`src/hdl/sgdw_pkg.sv`:
```
`default_nettype none
// ----------------------------------------------------------------------------
// sgdw_pkg
// Shared types and constants of the SGD update unit with strided tensor walk.
// ----------------------------------------------------------------------------
package sgdw_pkg;

  localparam int MAX_DIMS    = 3;
  localparam int OFFSET_BITS = 20;
  localparam int SIZE_BITS   = 12;
  localparam int DIM_BITS    = $clog2(MAX_DIMS + 1);

  localparam int RATE_BITS   = 16;
  localparam int DCOUNT_BITS = 2;
  localparam int SIZE_FIELD  = SIZE_BITS + 1;
  localparam int INDEX_BITS  = 4;
  localparam int DATA_BITS   = 20;

  localparam logic [RATE_BITS-1:0]   RATE_RESET   = 16'd655;
  localparam logic [DCOUNT_BITS-1:0] DCOUNT_RESET = 2'd1;
  localparam logic [SIZE_FIELD-1:0]  SIZE_RESET   = 13'd1;

  // Register indexes of the configuration port
  typedef enum logic [INDEX_BITS-1:0] {
    REG_RATE          = 4'd0,
    REG_DIM_COUNT     = 4'd1,
    REG_SIZE_INNER    = 4'd2,
    REG_SIZE_MIDDLE   = 4'd3,
    REG_SIZE_OUTER    = 4'd4,
    REG_STRIDE_INNER  = 4'd5,
    REG_STRIDE_MIDDLE = 4'd6,
    REG_STRIDE_OUTER  = 4'd7
  } cfg_reg_t;

  typedef struct packed {
    logic signed [31:0] weight;
    logic signed [31:0] gradient;
  } item_t;

  typedef struct packed {
    logic signed [31:0]     new_weight;
    logic [OFFSET_BITS-1:0] element_offset;
    logic                   last_element;
  } result_t;

  // Walk information that travels alongside an item
  typedef struct packed {
    logic [OFFSET_BITS-1:0] offset;
    logic                   last;
  } tag_t;

  // Settings derived from the configuration registers
  typedef struct packed {
    logic [RATE_BITS-1:0]                       rate;
    logic [DIM_BITS-1:0]                        ndims;
    logic [MAX_DIMS-1:0][SIZE_BITS-1:0]         lim;
    logic [MAX_DIMS-1:0][OFFSET_BITS-1:0]       stride;
    logic [MAX_DIMS:0][OFFSET_BITS-1:0]         cum;
  } walk_cfg_t;

endpackage
`default_nettype wire

```
`src/hdl/sgdw_cfg.sv`:
```
`default_nettype none
// ----------------------------------------------------------------------------
// sgdw_cfg
// Configuration registers and the registered terms derived from them.
// ----------------------------------------------------------------------------
module sgdw_cfg (
  input  wire logic                           clk,
  input  wire logic                           rst,
  input  wire logic                           wr_en,
  input  wire logic [sgdw_pkg::INDEX_BITS-1:0] wr_index,
  input  wire logic [sgdw_pkg::DATA_BITS-1:0]  wr_data,
  output sgdw_pkg::walk_cfg_t                 walk_cfg,
  output logic                                settled
);
  import sgdw_pkg::*;

  logic [RATE_BITS-1:0]                 rate;
  logic [DCOUNT_BITS-1:0]               dim_count;
  logic [MAX_DIMS-1:0][SIZE_FIELD-1:0]  size_reg;
  logic [MAX_DIMS-1:0][OFFSET_BITS-1:0] stride_reg;

  logic [MAX_DIMS-1:0][SIZE_BITS-1:0]   lim;
  logic [MAX_DIMS-1:0][OFFSET_BITS-1:0] back;
  logic [MAX_DIMS:0][OFFSET_BITS-1:0]   cum;
  logic [DIM_BITS-1:0]                  ndims;
  logic [1:0]                           settle_cnt;

  logic [MAX_DIMS-1:0][SIZE_BITS-1:0]   lim_next;
  logic [DIM_BITS-1:0]                  ndims_next;
  logic [MAX_DIMS:0][OFFSET_BITS-1:0]   cum_next;

  always_ff @(posedge clk) begin
    if (rst) begin
      rate       <= RATE_RESET;
      dim_count  <= DCOUNT_RESET;
      size_reg   <= {MAX_DIMS{SIZE_RESET}};
      stride_reg <= (MAX_DIMS*OFFSET_BITS)'(1);
    end else if (wr_en) begin
      unique case (wr_index)
        REG_RATE:          rate          <= wr_data[RATE_BITS-1:0];
        REG_DIM_COUNT:     dim_count     <= wr_data[DCOUNT_BITS-1:0];
        REG_SIZE_INNER:    size_reg[0]   <= wr_data[SIZE_FIELD-1:0];
        REG_SIZE_MIDDLE:   size_reg[1]   <= wr_data[SIZE_FIELD-1:0];
        REG_SIZE_OUTER:    size_reg[2]   <= wr_data[SIZE_FIELD-1:0];
        REG_STRIDE_INNER:  stride_reg[0] <= wr_data[OFFSET_BITS-1:0];
        REG_STRIDE_MIDDLE: stride_reg[1] <= wr_data[OFFSET_BITS-1:0];
        REG_STRIDE_OUTER:  stride_reg[2] <= wr_data[OFFSET_BITS-1:0];
        default: ;
      endcase
    end
  end

  // Last index of each dimension: size zero acts as one, oversize is capped
  always_comb begin
    for (int d = 0; d < MAX_DIMS; d++) begin
      if (size_reg[d] == '0) begin
        lim_next[d] = '0;
      end else if (size_reg[d][SIZE_BITS]) begin
        lim_next[d] = '1;
      end else begin
        lim_next[d] = size_reg[d][SIZE_BITS-1:0] - SIZE_BITS'(1);
      end
    end
    if (dim_count == '0) begin
      ndims_next = DIM_BITS'(1);
    end else if (DIM_BITS'(dim_count) > DIM_BITS'(MAX_DIMS)) begin
      ndims_next = DIM_BITS'(MAX_DIMS);
    end else begin
      ndims_next = DIM_BITS'(dim_count);
    end
    cum_next[0] = '0;
    for (int d = 1; d <= MAX_DIMS; d++) begin
      cum_next[d] = cum_next[d-1] + back[d-1];
    end
  end

  // Stage one: wrap-back amount per dimension; stage two: running sums
  always_ff @(posedge clk) begin
    if (rst) begin
      lim   <= '0;
      back  <= '0;
      cum   <= '0;
      ndims <= DIM_BITS'(1);
    end else begin
      lim   <= lim_next;
      ndims <= ndims_next;
      for (int d = 0; d < MAX_DIMS; d++) begin
        back[d] <= OFFSET_BITS'(stride_reg[d] * lim_next[d]);
      end
      cum <= cum_next;
    end
  end

  // Hold off items until both derived stages have seen the new value
  always_ff @(posedge clk) begin
    if (rst) begin
      settle_cnt <= '0;
    end else if (wr_en) begin
      settle_cnt <= 2'd2;
    end else if (settle_cnt != '0) begin
      settle_cnt <= settle_cnt - 2'd1;
    end
  end

  assign settled         = (settle_cnt == '0);
  assign walk_cfg.rate   = rate;
  assign walk_cfg.ndims  = ndims;
  assign walk_cfg.lim    = lim;
  assign walk_cfg.stride = stride_reg;
  assign walk_cfg.cum    = cum;

endmodule
`default_nettype wire

```
`src/hdl/sgdw_walk.sv`:
```
`default_nettype none
// ----------------------------------------------------------------------------
// sgdw_walk
// Per-dimension index counters and the running storage offset.
// ----------------------------------------------------------------------------
module sgdw_walk (
  input  wire logic               clk,
  input  wire logic               rst,
  input  wire logic               step,
  input  wire sgdw_pkg::walk_cfg_t walk_cfg,
  output sgdw_pkg::tag_t          tag
);
  import sgdw_pkg::*;

  logic [MAX_DIMS-1:0][SIZE_BITS-1:0] dim_index;
  logic [OFFSET_BITS-1:0]             current_offset;

  logic [MAX_DIMS-1:0][SIZE_BITS-1:0] dim_index_next;
  logic [OFFSET_BITS-1:0]             current_offset_next;
  logic [OFFSET_BITS-1:0]             sel_stride;
  logic [DIM_BITS-1:0]                wraps;
  logic                               carry;

  // Carry ripples outward through wrapping dimensions; first non-wrap stops it
  always_comb begin
    dim_index_next = dim_index;
    sel_stride     = '0;
    wraps          = '0;
    carry          = 1'b1;
    for (int d = 0; d < MAX_DIMS; d++) begin
      if (carry && (DIM_BITS'(d) < walk_cfg.ndims)) begin
        if (dim_index[d] >= walk_cfg.lim[d]) begin
          dim_index_next[d] = '0;
          wraps             = wraps + DIM_BITS'(1);
        end else begin
          dim_index_next[d] = dim_index[d] + SIZE_BITS'(1);
          sel_stride        = walk_cfg.stride[d];
          carry             = 1'b0;
        end
      end
    end
    current_offset_next = current_offset - walk_cfg.cum[wraps] + sel_stride;
  end

  always_ff @(posedge clk) begin
    if (rst) begin
      dim_index      <= '0;
      current_offset <= '0;
    end else if (step) begin
      dim_index      <= dim_index_next;
      current_offset <= current_offset_next;
    end
  end

  assign tag.offset = current_offset;
  assign tag.last   = carry;

endmodule
`default_nettype wire

```
`src/hdl/sgdw_update.sv`:
```
`default_nettype none
// ----------------------------------------------------------------------------
// sgdw_update
// Three-stage weight update pipeline: multiply, subtract and saturate, output.
// ----------------------------------------------------------------------------
module sgdw_update (
  input  wire logic                           clk,
  input  wire logic                           rst,
  input  wire logic [sgdw_pkg::RATE_BITS-1:0] rate,
  input  wire logic                           item_valid,
  output logic                                item_ready,
  input  wire sgdw_pkg::item_t                item,
  input  wire sgdw_pkg::tag_t                 item_tag,
  output logic                                result_valid,
  input  wire logic                           result_ready,
  output sgdw_pkg::result_t                   result
);
  import sgdw_pkg::*;

  logic               a_valid;
  item_t              a_item;
  tag_t               a_tag;
  logic               b_valid;
  logic signed [31:0] b_weight;
  logic signed [32:0] b_step;
  tag_t               b_tag;

  logic               out_en;
  logic               b_en;
  logic               a_en;
  logic signed [48:0] product;
  logic [33:0]        diff;
  logic signed [31:0] sat_weight;

  assign out_en     = !result_valid || result_ready;
  assign b_en       = !b_valid || out_en;
  assign a_en       = !a_valid || b_en;
  assign item_ready = a_en;

  assign product = $signed(a_item.gradient) * $signed({1'b0, rate});

  // Arithmetic shift of the product leaves the floor; saturate the difference
  assign diff = {{2{b_weight[31]}}, b_weight} - {b_step[32], b_step};

  always_comb begin
    if (diff[33] && !(diff[32] && diff[31])) begin
      sat_weight = 32'sh8000_0000;
    end else if (!diff[33] && (diff[32] || diff[31])) begin
      sat_weight = 32'sh7FFF_FFFF;
    end else begin
      sat_weight = $signed(diff[31:0]);
    end
  end

  always_ff @(posedge clk) begin
    if (rst) begin
      a_valid      <= 1'b0;
      b_valid      <= 1'b0;
      result_valid <= 1'b0;
    end else begin
      if (a_en) begin
        a_valid <= item_valid;
      end
      if (b_en) begin
        b_valid <= a_valid;
      end
      if (out_en) begin
        result_valid <= b_valid;
      end
    end
  end

  always_ff @(posedge clk) begin
    if (a_en) begin
      a_item <= item;
      a_tag  <= item_tag;
    end
    if (b_en) begin
      b_weight <= a_item.weight;
      b_step   <= product[48:16];
      b_tag    <= a_tag;
    end
    if (out_en) begin
      result.new_weight     <= sat_weight;
      result.element_offset <= b_tag.offset;
      result.last_element   <= b_tag.last;
    end
  end

endmodule
`default_nettype wire

```
`src/hdl/sgd_update_strided_walk_unit.sv`:
```
`default_nettype none
// ----------------------------------------------------------------------------
// sgd_update_strided_walk_unit
// SGD weight update with strided storage offset generation for one tensor.
// ----------------------------------------------------------------------------
// Each item passes the a-stage, b-stage and result registers before its
// result is valid. Throughput: one item per cycle while the result side keeps
// taking transfers and no write is settling. After a configuration write,
// items are held off while the registered wrap-back terms (stride times last
// index) and their running sums settle. Reset: configuration takes its reset
// values, index counters and offset clear to zero, and the pipeline empties.
// ----------------------------------------------------------------------------
module sgd_update_strided_walk_unit (
  input  wire logic                            clk,
  input  wire logic                            rst,
  // item channel
  input  wire logic                            item_valid,
  output logic                                 item_ready,
  input  wire sgdw_pkg::item_t                 item,
  // result channel
  output logic                                 result_valid,
  input  wire logic                            result_ready,
  output sgdw_pkg::result_t                    result,
  // configuration write channel
  input  wire logic                            cfg_valid,
  output logic                                 cfg_ready,
  input  wire logic [sgdw_pkg::INDEX_BITS-1:0] cfg_index,
  input  wire logic [sgdw_pkg::DATA_BITS-1:0]  cfg_data
);
  import sgdw_pkg::*;

  walk_cfg_t walk_cfg;
  tag_t      walk_tag;
  logic      cfg_settled;
  logic      upd_ready;
  logic      item_take;

  // Configuration writes are always taken; unknown indexes are dropped inside
  assign cfg_ready = 1'b1;

  sgdw_cfg u_cfg (
    .clk      (clk),
    .rst      (rst),
    .wr_en    (cfg_valid),
    .wr_index (cfg_index),
    .wr_data  (cfg_data),
    .walk_cfg (walk_cfg),
    .settled  (cfg_settled)
  );

  // Accept an item only once the derived walk terms are current and the
  // first pipeline stage can take it
  assign item_ready = upd_ready && cfg_settled;
  assign item_take  = item_valid && item_ready;

  // The walk reports this element's offset and last flag combinationally,
  // then advances its counters on the same transfer
  sgdw_walk u_walk (
    .clk      (clk),
    .rst      (rst),
    .step     (item_take),
    .walk_cfg (walk_cfg),
    .tag      (walk_tag)
  );

  sgdw_update u_update (
    .clk          (clk),
    .rst          (rst),
    .rate         (walk_cfg.rate),
    .item_valid   (item_valid && cfg_settled),
    .item_ready   (upd_ready),
    .item         (item),
    .item_tag     (walk_tag),
    .result_valid (result_valid),
    .result_ready (result_ready),
    .result       (result)
  );

endmodule
`default_nettype wire

```
`config.mk`:
```
export PLATFORM = sky130hd
export DESIGN_NAME = sgd_update_strided_walk_unit
export DESIGN_NICKNAME = d
export VERILOG_FILES = /design/src/hdl/sgdw_pkg.sv /design/src/hdl/sgdw_cfg.sv /design/src/hdl/sgdw_walk.sv /design/src/hdl/sgdw_update.sv /design/src/hdl/sgd_update_strided_walk_unit.sv
export SDC_FILE = /design/constraint.sdc
export NUM_CORES = 2
export LEC_CHECK = 0
export BUFFER_PORTS_ARGS = -buffer_cell sky130_fd_sc_hd__buf_4
export CAP_MARGIN = 20
export CORE_MARGIN = 1
export CORE_UTILIZATION = 25
export CTS_CLUSTER_SIZE = 25
export DETAILED_ROUTE_END_ITERATION = 12
export GPL_ROUTABILITY_DRIVEN = 0
export REMOVE_ABC_BUFFERS = 1
export SLEW_MARGIN = 20
export SYNTH_ARGS = -nofsm -noshare
export SYNTH_HDL_FRONTEND = slang
export SYNTH_SLANG_ARGS = --single-unit
export TNS_END_PERCENT = 1
```
`constraint.sdc`:
```
create_clock -name clk -period 16.1 [get_ports clk]
set_clock_uncertainty 0.1 [all_clocks]
set_input_delay 3.22 -clock clk [delete_from_list [all_inputs] [get_ports clk]]
set_output_delay 3.22 -clock clk [all_outputs]
set_load 0.1 [all_outputs]
```
Word level (Yosys, flattened, before mapping)
Index checks and enable logic that the tools add are counted.
Cells by class
  add/sub/neg operators: 14
  multipliers: 4
  order comparisons: 8
  equality and inequality tests: 7
  mux-type cells: 33
  reduce and logical (&&, ||, !) cells: 39
Operator list (number)
  $mux W20: 7
  $mux W12: 9
  $add A20 B20 Y20: 3
  $mul A20 B12 Y20: 3
  $mul A32 B17 Y49: 1
  $bmux W20 S2: 1
  $logic_not A13 Y1: 3
  $add A12 B1 Y12 const B: 3
  $ge A12 B12 Y1: 3
  $sub A12 B1 Y12 const B: 3
  $sub A32 B33 Y34: 1
  $mux W32: 1
  $reduce_and A2 Y1: 11
  $sub A20 B20 Y20: 1
  $eq A4 B3 Y1 const B: 4
  $mux W2: 8
  $eq A4 B2 Y1 const B: 2
  $logic_and A1 B1 Y1: 8
  $mux W1: 7
  $logic_not A1 Y1: 5
  $add A2 B1 Y2 const B: 2
  $eq A4 B1 Y1 const B: 1
  $logic_not A2 Y1: 2
  $logic_not A4 Y1: 1
  9 further kinds: 15
Storage, ports and cells
  register bits after elaboration: 560
  input port bits: 93
  output and inout bits: 56
  word-level logic and storage cells: 144

Longest topological paths before layout
  word-level depth: 13
  depth in mapped cells: 33
  gate-level depth less buffers: 30

Modules after synthesis
A second synthesis with hierarchy kept.
Unflattened totals
  cells, all modules: 6279
  area, all modules: 57744.1 um^2
Modules (own cells, without submodules)
  sgdw_update: times used 1, cells an instance 2499, area an instance 26350.3 um^2, sequential area each 6786.5 um^2
  sgdw_cfg: times used 1, cells an instance 3043, area an instance 25903.6 um^2, sequential area each 5545.3 um^2
  sgdw_walk: times used 1, cells an instance 732, area an instance 5460.2 um^2, sequential area each 1121.1 um^2
  sgd_update_strided_walk_unit: times used 1, cells an instance 5, area an instance 30.0 um^2, sequential area each 0.0 um^2

Worst setup path after synthesis
No wires, ideal clock.
  path type: input to output
  start point: input port result_ready
  end point: output port item_ready
  arrival time: 7.580 ns
  required time: 12.780 ns
  path slack: 5.200 ns
  stages: 3
  path buffers: 0
  cell sequence: nor2b_1 > nand3_1 > nor3b_1
Between the ends
  longest elaborated chain between the ends: 4
Ends and longest elaborated chain
  from (decl): RTL line sgd_update_strided_walk_unit.sv:22  | input wire logic result_ready,
  $logic_or A1 B1 Y1: RTL line sgdw_update.sv:35  | assign out_en = !result_valid || result_ready;
  $logic_or A1 B1 Y1: RTL line sgdw_update.sv:36  | assign b_en = !b_valid || out_en;
  $logic_or A1 B1 Y1: RTL line sgdw_update.sv:37  | assign a_en = !a_valid || b_en;
  $logic_and A1 B1 Y1: RTL line sgd_update_strided_walk_unit.sv:53  | assign item_ready = upd_ready && cfg_settled;
  to (decl): RTL line sgd_update_strided_walk_unit.sv:18  | output logic item_ready,
Every way passes these cells.

Worst setup path in the final report
Ends and elaborated chain as after synthesis.

==> impl_summary.txt <==
----------------------------------------------------
[Run status]
  Status ... finished, final reports clean

[Yosys]
  Primary FF master, synth ... sky130_fd_sc_hd__dfxtp_1
  Area leader, netlist ... sky130_fd_sc_hd__fa_1
  Top area cells in the synthesized netlist ... sky130_fd_sc_hd__fa_1 (31%), sky130_fd_sc_hd__dfxtp_1 (12%), sky130_fd_sc_hd__edfxtp_1 (12%)
  Yosys warns ... 0
  Avg Cell Area, Syn ... a little over 9 sq um
  Top cell type's share of synthesized area ... 30.9%
  Commonest cells in the netlist ... sky130_fd_sc_hd__inv_1 (1182), sky130_fd_sc_hd__nand2_1 (1042), sky130_fd_sc_hd__fa_1 (866)
  Proportion of synthesized chip area in sequential cells ... a little under a quarter
  Cell with the most instances after synthesis ... sky130_fd_sc_hd__inv_1
  Gate Count Post-Synth ... 6040
  Post-synth design cell area ... about 56000 sq um
  Number of synthesized flops with an enable pin ... ~220
  Count of state elements after synthesis ... 560
  Number of distinct library cells after synthesis ... between 70 and 80
  Fraction of registers with async set/reset ... 0%

[CTS]
  Number of buffers on the longest clock path ... 3
  H-Tree Level Count ... 3
  Clk_lat worst skew ... approximately 0.68 ns
  Total CTS buffers ... 70
  Hold buffer count at cts ... 0
  Clock-pin slew on the worst setup and hold paths ... approximately 0.060 ns
  Count of buffers added by post-CTS timing repair for setup ... 0
  Number of sinks on the clock net ... 560
  Post-cts resize count ... 0
  Clock tree from TritonCTS ... yes
  Root Buffer ... sky130_fd_sc_hd__clkbuf_16

[Timing]
  Max Transition Viols Final ... 0
  Aggregate negative setup slack ... 0 ns
  Min cycle time layout ... 7.87 ns
  RSZ-0062 raised after global routing ... no
  Setup-violating endpoint count in the final report ... 0
  F_max ... around 130 MHz
  Worst slew pin tran ... 1.18 ns
  Tightest slew margin relative to the limit ... between 20% and 30%
  Final worst path period share ... between 40% and 50%
  Count of endpoints failing hold in the final timing report ... 0

[Worst setup path]
  Kind of critical path ... input port to output port
  Sort of element at the end of the critical path ... output port
  Startpoint class of the critical path ... input port
  Arrival time of data at the critical path endpoint ... 4.55 ns
  Required @ worst endpoint ... 12.78 ns
  Maximum fanout along the worst path ... 12

[Route]
  Overall via count from detail_route ... about 41k
  Routed wire length per instance ... between 15 and 20 um
  Post-detailed-routing wire length ... 156000 um
  Via/cell ratio ... between 4 and 5
  Detailed Routing Iterations Pass 1 ... 6
  First-iteration detailed-routing DRC count ... around 2.6k
  Remaining number of nets flagged by the antenna check after routing ... 0
  Remaining routing DRC violations ... 0

[Final layout]
  Final cell count without fillers ... 9082
  Fillers ... between 20k and 25k
  Synth-to-layout area growth ... 12.0%
  Finished Cell Area ... approximately 63000 sq um
  Layout cells sized above 1 ... under 10%
  Final #Nets ... 7364
  Largest register FFs ... between 150 and 200
  Final core utilization ... about 28%

[Global routing]
  All-Layer GR Usage ... ~14%
  Wire length of the first global-routing pass ... around 250000 um
  Vias in the first global route ... approximately 43k
  Maximum number of pins on one net before global-route repair ... 77
  Initial antenna violation count ... 11
  Overflow left after global routing ... 0

[Pwr]
  LEAKAGE ... about 29 nW
  Maximum ir drop on the vdd rail ... about 0.00014 V
  Power density relative to cell area ... 118 nW/um^2

[Floorplanning]
  Area of the core ... 223000 sq um
  Initial core utilization ... 25.2%
  Die area ... around 230000 sq um
  Die Wd ... 476 um
  Number of core rows ... ~170
  Number of placed I/O pins ... 149
  Floorplan die height ... around 480 um

[Job]
  Max-cap violation count ... 0

[Placed design]
  DPL Wire Length ... ~120000 um
  Cell Count Post-Placement ... between 8k and 9k
  Port Buffer Count ... between 100 and 150
  Total cell area at the placement stage ... 60300 sq um

[Worst hold path]
  Hold Crit Class ... flip-flop to flip-flop

----------------------------------------------------
-- final timing paths --
check                           startpoint                              end  slack, ns  depth (start not counted)
max                           result_ready                       item_ready       8.23                          5
max reg2reg  u_update.a_item[13]$_DFFE_PN_    u_update.b_step[25]$_DFFE_PP_       8.63                         24
min reg2reg  u_update.a_item[45]$_DFFE_PN_  u_update.b_weight[13]$_DFFE_PP_       0.32                          0
min          u_update.a_item[45]$_DFFE_PN_  u_update.b_weight[13]$_DFFE_PP_       0.32                          0
-- layout by cell type, fill, tap and decap left out, types with 32 or more instances in the layout --
cell / synthesis / layout
sky130_fd_sc_hd__xor2_1: 96 / 96
sky130_fd_sc_hd__fa_1: 866 / 866
sky130_fd_sc_hd__nand2_1: 1042 / 1041
sky130_fd_sc_hd__a21o_1: 88 / 88
sky130_fd_sc_hd__buf_4: 1 / 187
sky130_fd_sc_hd__edfxtp_1: 224 / 224
sky130_fd_sc_hd__ha_1: 360 / 360
sky130_fd_sc_hd__and2_1: 306 / 306
sky130_fd_sc_hd__xnor2_1: 146 / 146
sky130_fd_sc_hd__and3_1: 32 / 32
sky130_fd_sc_hd__nor2b_1: 84 / 84
sky130_fd_sc_hd__mux2i_1: 41 / 41
sky130_fd_sc_hd__nand2b_1: 32 / 32
sky130_fd_sc_hd__a21oi_1: 259 / 259
sky130_fd_sc_hd__dfxtp_1: 336 / 334
sky130_fd_sc_hd__nor3_1: 47 / 47
sky130_fd_sc_hd__nor2_1: 211 / 209
sky130_fd_sc_hd__clkbuf_16: 0 / 75
sky130_fd_sc_hd__nand3_1: 48 / 47
sky130_fd_sc_hd__o21ai_0: 69 / 69
sky130_fd_sc_hd__inv_1: 1182 / 1181
-- cell families (layout without fill, tap and decap cells) --
family / Yosys count / after routing / synth area share (%)
simple gates: 1905 / 1905 / 15.6
buf+inv: 1441 / 1501 / 9.67
fa+ha+maj: 1226 / 1226 / 39.0
compound gates: 612 / 612 / 6.99
flops: 560 / 560 / 24.0
xor+xnor: 245 / 245 / 3.90
mux: 50 / 50 / 0.913
other cells: 1 / 8 / 0.00669
-- final cells by class --
cell class / instances / area, sq um / share of cell area, %
clock inverters: 34 / 449 / 0.715
well taps: 2975 / 3720 / 5.93
flip-flops and latches: 560 / 13500 / 21.4
inverters: 1183 / 4440 / 7.07
clock buffers: 93 / 2010 / 3.21
diodes: 7 / 17.5 / 0.0279
repair buffers: 191 / 1450 / 2.30
multi-input cells: 4039 / 37300 / 59.3
-- report_power, final --
| part | switching (W) | internal (W) | total [W] | leakage [nW] |
|---|---|---|---|---|
| Clock | 0.000695 | 0.000981 | 0.00168 | 1.20 |
| Sequential | 0.000129 | 0.00183 | 0.00196 | 5.14 |
| Combinational | 0.00233 | 0.00145 | 0.00378 | 22.4 |
| Total | 0.00316 | 0.00426 | 0.00742 | 28.7 |
-- stage by stage --
| step | total power [W] | setup slack [ns] | hold WS [ns] |
|---|---|---|---|
| global placement | 0.00572 | 8.25 | 0.305 |
| detailed placement | 0.00578 | 8.19 | 0.305 |
| floorplan | 0.00475 | 5.20 | 0.300 |
| global route | 0.00798 | 8.07 | 0.323 |
| CTS | 0.00749 | 8.19 | 0.311 |
| finish | 0.00742 | 8.23 | 0.316 |
-- critical path, stage by stage --
cell,delay [ns]
sky130_fd_sc_hd__buf_4,0.11
sky130_fd_sc_hd__nor2b_1,0.48
sky130_fd_sc_hd__nand3_4,0.27
sky130_fd_sc_hd__nor3b_1,0.24
sky130_fd_sc_hd__buf_4,0.24
-- per-layer routing --
metal  vias up  global-route usage (%)  share of wire, %
li1      18600                       -                 -
met1     20700                    17.7                43
met2      1194                    23.0                46
met3       309                    2.41               6.1
met4         8                    6.50               4.8
met5         -                       0             0.037
No activity file was read; power rests on OpenSTA's default activity.
